===== config.mk =====
export PLATFORM = sky130hd
export DESIGN_NAME = eis_front
export DESIGN_NICKNAME = d
export VERILOG_FILES = /design/src/hw/rtl/epipolar_inlier_scorer_macros.svh /design/src/hw/rtl/eis_pkg.sv /design/src/hw/rtl/eis_front.sv
export SDC_FILE = /design/constraint.sdc
export NUM_CORES = 1
export LEC_CHECK = 0
export BUFFER_PORTS_ARGS = -buffer_cell sky130_fd_sc_hd__buf_4
export CAP_MARGIN = 30
export CORE_MARGIN = 4
export CORE_UTILIZATION = 45
export CTS_BUF_LIST = sky130_fd_sc_hd__clkbuf_8
export CTS_CLUSTER_SIZE = 12
export DETAILED_ROUTE_END_ITERATION = 10
export PLACE_DENSITY_LB_ADDON = 0.2
export SYNTH_ARGS = -nofsm -noshare
export SYNTH_HDL_FRONTEND = slang
export SYNTH_SLANG_ARGS = --single-unit

===== constraint.sdc =====
create_clock -name i_clk -period 9.75 [get_ports i_clk]
set_clock_uncertainty 0.15 [all_clocks]
set_input_delay 0.975 -clock i_clk [delete_from_list [all_inputs] [get_ports i_clk]]
set_output_delay 0.975 -clock i_clk [all_outputs]
set_load 0.05 [all_outputs]

===== src/hw/rtl/epipolar_inlier_scorer_macros.svh =====
// assertion helpers used by eis_back
`ifndef EPIPOLAR_INLIER_SCORER_MACROS_SVH
`define EPIPOLAR_INLIER_SCORER_MACROS_SVH

// same-cycle implication, disabled in reset
`define EIS_ASSERT_NOW(label, clk, rst_n, ante, cons) \
    label: assert property (@(posedge clk) disable iff (!rst_n) (ante) |-> (cons)) \
        else $error("assertion failed");

// next-cycle implication, disabled in reset
`define EIS_ASSERT_NEXT(label, clk, rst_n, ante, cons) \
    label: assert property (@(posedge clk) disable iff (!rst_n) (ante) |=> (cons)) \
        else $error("assertion failed");

`endif


===== src/hw/rtl/eis_pkg.sv =====
package eis_pkg;

    localparam int unsigned MAX_POINTS = 4096;
    localparam int unsigned CNT_W      = 13;
    localparam int unsigned CNT_LIMIT  = 8191;
    localparam int unsigned WORD_W     = 16;
    localparam int unsigned ROW_W      = 48;
    localparam int unsigned THR_W      = 32;
    localparam int unsigned CFG_ADDR_W = 3;
    localparam int unsigned CFG_DATA_W = 48;
    localparam int unsigned IN_DATA_W  = 96;
    localparam int unsigned OUT_DATA_W = 16;

    localparam int unsigned MUL_W   = 35;
    localparam int unsigned PROD_W  = 2 * MUL_W;
    localparam int unsigned F_W     = 34;
    localparam int unsigned R_W     = 52;
    localparam int unsigned RMAG_W  = R_W - 1;
    localparam int unsigned R_SPLIT = 26;
    localparam int unsigned D_W     = 67;
    localparam int unsigned D_SPLIT = 34;
    localparam int unsigned LHS_W   = 2 * RMAG_W;
    localparam int unsigned RHS_W   = D_W + THR_W + 1;
    localparam int unsigned N_STEPS = 27;
    localparam int unsigned STEP_W  = 5;

    typedef enum logic [CFG_ADDR_W-1:0] {
        CFG_E_ROW0   = 3'd0,
        CFG_E_ROW1   = 3'd1,
        CFG_E_ROW2   = 3'd2,
        CFG_THRESH   = 3'd3,
        CFG_SAMPSON  = 3'd4
    } t_cfg_idx;

    typedef struct packed {
        logic [ROW_W-1:0] e_row0;
        logic [ROW_W-1:0] e_row1;
        logic [ROW_W-1:0] e_row2;
        logic [THR_W-1:0] thresh;
        logic             use_sampson;
    } t_cfg;

    typedef struct packed {
        logic signed [WORD_W-1:0] p1_x;
        logic signed [WORD_W-1:0] p1_y;
        logic signed [WORD_W-1:0] p1_z;
        logic signed [WORD_W-1:0] p2_x;
        logic signed [WORD_W-1:0] p2_y;
        logic signed [WORD_W-1:0] p2_z;
        logic                     last;
    } t_item;

    typedef enum logic [4:0] {
        S_E00, S_E01, S_E02, S_E10, S_E11, S_E12, S_E20, S_E21, S_E22,
        S_P1X, S_P1Y, S_P1Z, S_P2X, S_P2Y, S_P2Z,
        S_F10, S_F11, S_F12, S_F20, S_F21,
        S_RH, S_RL, S_DL, S_DH, S_T
    } t_src;

    typedef enum logic [3:0] {
        D_F10, D_F11, D_F12, D_F20, D_F21, D_R, D_D,
        D_LHS_HI, D_LHS_MID, D_LHS_LO, D_RHS_LO, D_RHS_HI
    } t_dst;

    typedef struct packed {
        t_src a;
        t_src b;
        t_dst dst;
    } t_step;

    // microcode of the multiply-accumulate sequence
    function automatic t_step step_op(input logic [STEP_W-1:0] s);
        t_step op;
        op = '{a: S_T, b: S_DH, dst: D_RHS_HI};
        case (s)
            5'd0:  op = '{a: S_E00, b: S_P1X, dst: D_F10};
            5'd1:  op = '{a: S_E01, b: S_P1Y, dst: D_F10};
            5'd2:  op = '{a: S_E02, b: S_P1Z, dst: D_F10};
            5'd3:  op = '{a: S_E10, b: S_P1X, dst: D_F11};
            5'd4:  op = '{a: S_E11, b: S_P1Y, dst: D_F11};
            5'd5:  op = '{a: S_E12, b: S_P1Z, dst: D_F11};
            5'd6:  op = '{a: S_E20, b: S_P1X, dst: D_F12};
            5'd7:  op = '{a: S_E21, b: S_P1Y, dst: D_F12};
            5'd8:  op = '{a: S_E22, b: S_P1Z, dst: D_F12};
            5'd9:  op = '{a: S_E00, b: S_P2X, dst: D_F20};
            5'd10: op = '{a: S_E10, b: S_P2Y, dst: D_F20};
            5'd11: op = '{a: S_E20, b: S_P2Z, dst: D_F20};
            5'd12: op = '{a: S_E01, b: S_P2X, dst: D_F21};
            5'd13: op = '{a: S_E11, b: S_P2Y, dst: D_F21};
            5'd14: op = '{a: S_E21, b: S_P2Z, dst: D_F21};
            5'd15: op = '{a: S_P2X, b: S_F10, dst: D_R};
            5'd16: op = '{a: S_P2Y, b: S_F11, dst: D_R};
            5'd17: op = '{a: S_P2Z, b: S_F12, dst: D_R};
            5'd18: op = '{a: S_F10, b: S_F10, dst: D_D};
            5'd19: op = '{a: S_F11, b: S_F11, dst: D_D};
            5'd20: op = '{a: S_F20, b: S_F20, dst: D_D};
            5'd21: op = '{a: S_F21, b: S_F21, dst: D_D};
            5'd22: op = '{a: S_RH, b: S_RH, dst: D_LHS_HI};
            5'd23: op = '{a: S_RH, b: S_RL, dst: D_LHS_MID};
            5'd24: op = '{a: S_RL, b: S_RL, dst: D_LHS_LO};
            5'd25: op = '{a: S_T, b: S_DL, dst: D_RHS_LO};
            default: op = '{a: S_T, b: S_DH, dst: D_RHS_HI};
        endcase
        return op;
    endfunction

endpackage


===== src/hw/rtl/eis_front.sv =====
module eis_front (
    input  logic                               i_clk,
    input  logic                               i_rst_n,
    input  logic                               i_s_axis_tvalid,
    output logic                               o_s_axis_tready,
    // p1_x, p1_y, p1_z, p2_x, p2_y, p2_z
    input  logic [eis_pkg::IN_DATA_W-1:0]      i_s_axis_tdata,
    input  logic                               i_s_axis_tlast,
    output logic                               o_item_valid,
    input  logic                               i_item_ready,
    output eis_pkg::t_item                     o_item
);

    eis_pkg::t_item r_mem [2];
    logic           r_wp, r_rp;
    logic [1:0]     r_cnt;
    logic           w_push, w_pop;
    eis_pkg::t_item w_in;

    assign o_s_axis_tready = (r_cnt != 2'd2);
    assign o_item_valid    = (r_cnt != 2'd0);
    assign o_item          = r_mem[r_rp];
    assign w_push          = i_s_axis_tvalid && o_s_axis_tready;
    assign w_pop           = o_item_valid && i_item_ready;

    always_comb begin
        w_in.p1_x = i_s_axis_tdata[15:0];
        w_in.p1_y = i_s_axis_tdata[31:16];
        w_in.p1_z = i_s_axis_tdata[47:32];
        w_in.p2_x = i_s_axis_tdata[63:48];
        w_in.p2_y = i_s_axis_tdata[79:64];
        w_in.p2_z = i_s_axis_tdata[95:80];
        w_in.last = i_s_axis_tlast;
    end

    always_ff @(posedge i_clk) begin
        if (w_push) begin
            r_mem[r_wp] <= w_in;
        end
        if (!i_rst_n) begin
            r_wp  <= 1'b0;
            r_rp  <= 1'b0;
            r_cnt <= 2'd0;
        end else begin
            if (w_push) begin
                r_wp <= ~r_wp;
            end
            if (w_pop) begin
                r_rp <= ~r_rp;
            end
            r_cnt <= r_cnt + 2'(w_push) - 2'(w_pop);
        end
    end

endmodule


==> impl_metrics.toml <==
[status]
status = "completed"

[global_route]
antenna_found_initial = 0
grt_max_degree = 62
grt_pass1_wl_mm = 20.7
grt_use_total_pct = 15.0
first_global_vias = 4006
grt.overflow.total = 0

[critical_path]
cpMostUsedCell = "buf_4"
cp_max_fo = 55
start_kind = "flop"
critical-path-slowest-cell = "buf_4"
cp_cell_sequence = "buf_4, mux2_2, buf_4"
critPathArrivalTime_ns = 2.64
criticalPathCategory = "reg2out"
cp.required_ns = 8.63
reg2regPathDepth = 3
end_kind = "output port"
regToRegSetupSlack_ns = 7.30
critical-path-max-stage-delay_ns = 0.77

[place]
dp_cells = 734
port_buffers = 199
dp_hpwl_mm = 9.17
routabilityCongestion = 0.711

[drt]
wl_per_cell_um = 17.8
drt_wl_total_mm = 13.6
wl_met1_mm = 5.35
wl_met3_mm = 1.08
drc_errors = 0
antenna_left = 0
wl_met2_mm = 7.02
first_iter_violations = 217
vias = 3603
via_per_inst = 4.70
highest_layer = "met4"
dr.pass1.iters = 4

[layout]
syn_to_final_growth_pct = 28.9
final_cells = 766
nNetsFinal = 640
layout-drive-gt1-share_pct = 60.9
antenna_cells = 0
postLayoutCoreUtil_pct = 59.4

[timing]
finalSetupTns_ns = 0
period_share_pct = 38.6
hold_ws_ns = 0.382
max_freq_mhz = 265
fin_crit_ns = 3.77
slew_viol_final = 0
slew_headroom_pct = 40.4
setup_viol = 0
worst_pin_slew_ns = 0.894
rsz0062_at_grt = "false"
finalHoldViolCount = 0

[clock_network]
cts_hold_buf = 0
clock_path_buffers = 2
clk_latency_ns = 0.45
postCtsSetupBuffers = 0
cts_resized = 0
cts.sinks = 199
htree_levels = 4
ctsRootBufferMaster = "clkbuf_8"
cts_tree = "built"
clk_pin_slew_ns = 0.09
cts-buffers-inserted = 17

[synth]
synth_compound_area_share_pct = 0.102
synth_top_family_by_area = "multiplexers"
synth_cell_types = 18
ys_top_cells_by_count = "194 x edfxtp_1, 67 x mux2_2, 30 x mux2_4"
synthArstFlopShare_pct = 0
synth_area_per_cell_sq_um = 22.5
synthTopCellsByArea = "edfxtp_1 79%, mux2_2 10%, mux2_4 6.1%"
synthSimpleGateAreaFrac_pct = 0.834
synth-seq-cells = 199
syn-num-nets = 429
synth.most_common_cell = "edfxtp_1"
synth_area_sq_um = 7350
ys_warn_count = 0
synth_largest_area_cell = "edfxtp_1"
synth-edff-count = 194
synth_cells = 326
synthAdderAreaFrac_pct = 0.340
synth_top_cell_area_share_pct = 79.3
ys_seq_area_share_pct = 80.6
synthMuxAreaShare_pct = 16.5
ys.flop_type = "edfxtp_1"
synth_xor_area_share_pct = 0.357

[floorplanning]
die_y_um = 136
initial_core_util_pct = 46.1
ioPinCount = 200
row_count = 46
die-area_sq_um = 18400
core_sq_um = 15900
die_x_um = 136

[power_and_ir_drop]
ir_drop_v = 0.000159
p_leak_nw = 3.55
cellPowerDensity_nw_per_um2 = 280

[run]
max_cap_viol_count = 0

[min_path]
hp-class = "reg2reg"
whs_path_depth = 2
[cell usage in the layout (no fill, tap or decap)]
cell,count
inv_8,2
o21a_1,1
mux2_4,30
nor2b_1,2
dfxtp_4,1
clkinv_1,1
and2_1,2
xnor2_1,3
nand2b_1,2
buf_4,203
edfxtp_1,194
and3_4,1
mux2i_1,1
mux2_2,67
nand2_1,2
nor2_4,1
clkbuf_8,17
inv_1,1
ha_1,2
clkinv_4,4
clkinvlp_4,2
inv_6,3
or2_2,1
dfxtp_1,4
clkinv_2,1
bufinv_16,2
[through the flow]
stage | worst slack, ns | cell area, sq um | power (W)
2_1_floorplan | 3.91 | 7350 | 0.00189
3_3_place_gp | 6.47 | 9070 | 0.00215
3_5_place_dp | 6.42 | 9070 | 0.00216
4_1_cts | 5.89 | 9480 | 0.00268
5_1_grt | 5.82 | 9480 | 0.00277
6_report | 5.98 | 9480 | 0.00265
[metal layers]
layer,vias up,global-route usage [%]
met5,-,0
met4,0,5.60
met3,14,5.44
met2,126,25.5
met1,1763,17.5
li1,1700,-
[where the power goes]
group,internal (W),switching [W],leakage (nW),total [W]
Combinational,0.000351,0.000654,1.50,0.00100
Sequential,0.00107,0.0000506,1.85,0.00112
Clock,0.000234,0.000288,0.198,0.000521
Total,0.00166,0.000992,3.55,0.00265
[critical path, delay by kind of cell, from the launching register on]
kind | cells | cell delay, ns
flops | 1 | 0.72
buf+inv | 2 | 0.96
mux | 1 | 0.43
[state kept, by name, summed over array words and instances (netlist names), named ones only]
| register | flops |
|---|---|
| r_cnt | 2 |
| r_mem | 194 |
| r_rp | 1 |
| r_wp | 1 |
[kinds of logic (layout without fill, tap and decap cells)]
family          Yosys count  count (layout)
compound gates            1               1
fa+ha+maj                 2               2
simple gates             11              11
flops                   199             199
buf+inv                  12             236
mux                      98              98
xor+xnor                  3               3
[final cells by class]
class,count,area [sq um]
multi-input combinational,115,1350
sequential,199,5930
tap,216,270
clock buffer,17,234
timing repair buffer,203,1520
clock inverter,15,168
fill,1198,6470
inverter,1,3.75
[worst paths after layout]
path / startpoint / to
max: flop / o_item[0]
min: r_wp / r_wp
max reg2reg: r_cnt[0] / r_mem[1][9]
min reg2reg: r_wp / r_wp
No activity file was read; power rests on OpenSTA's default activity.
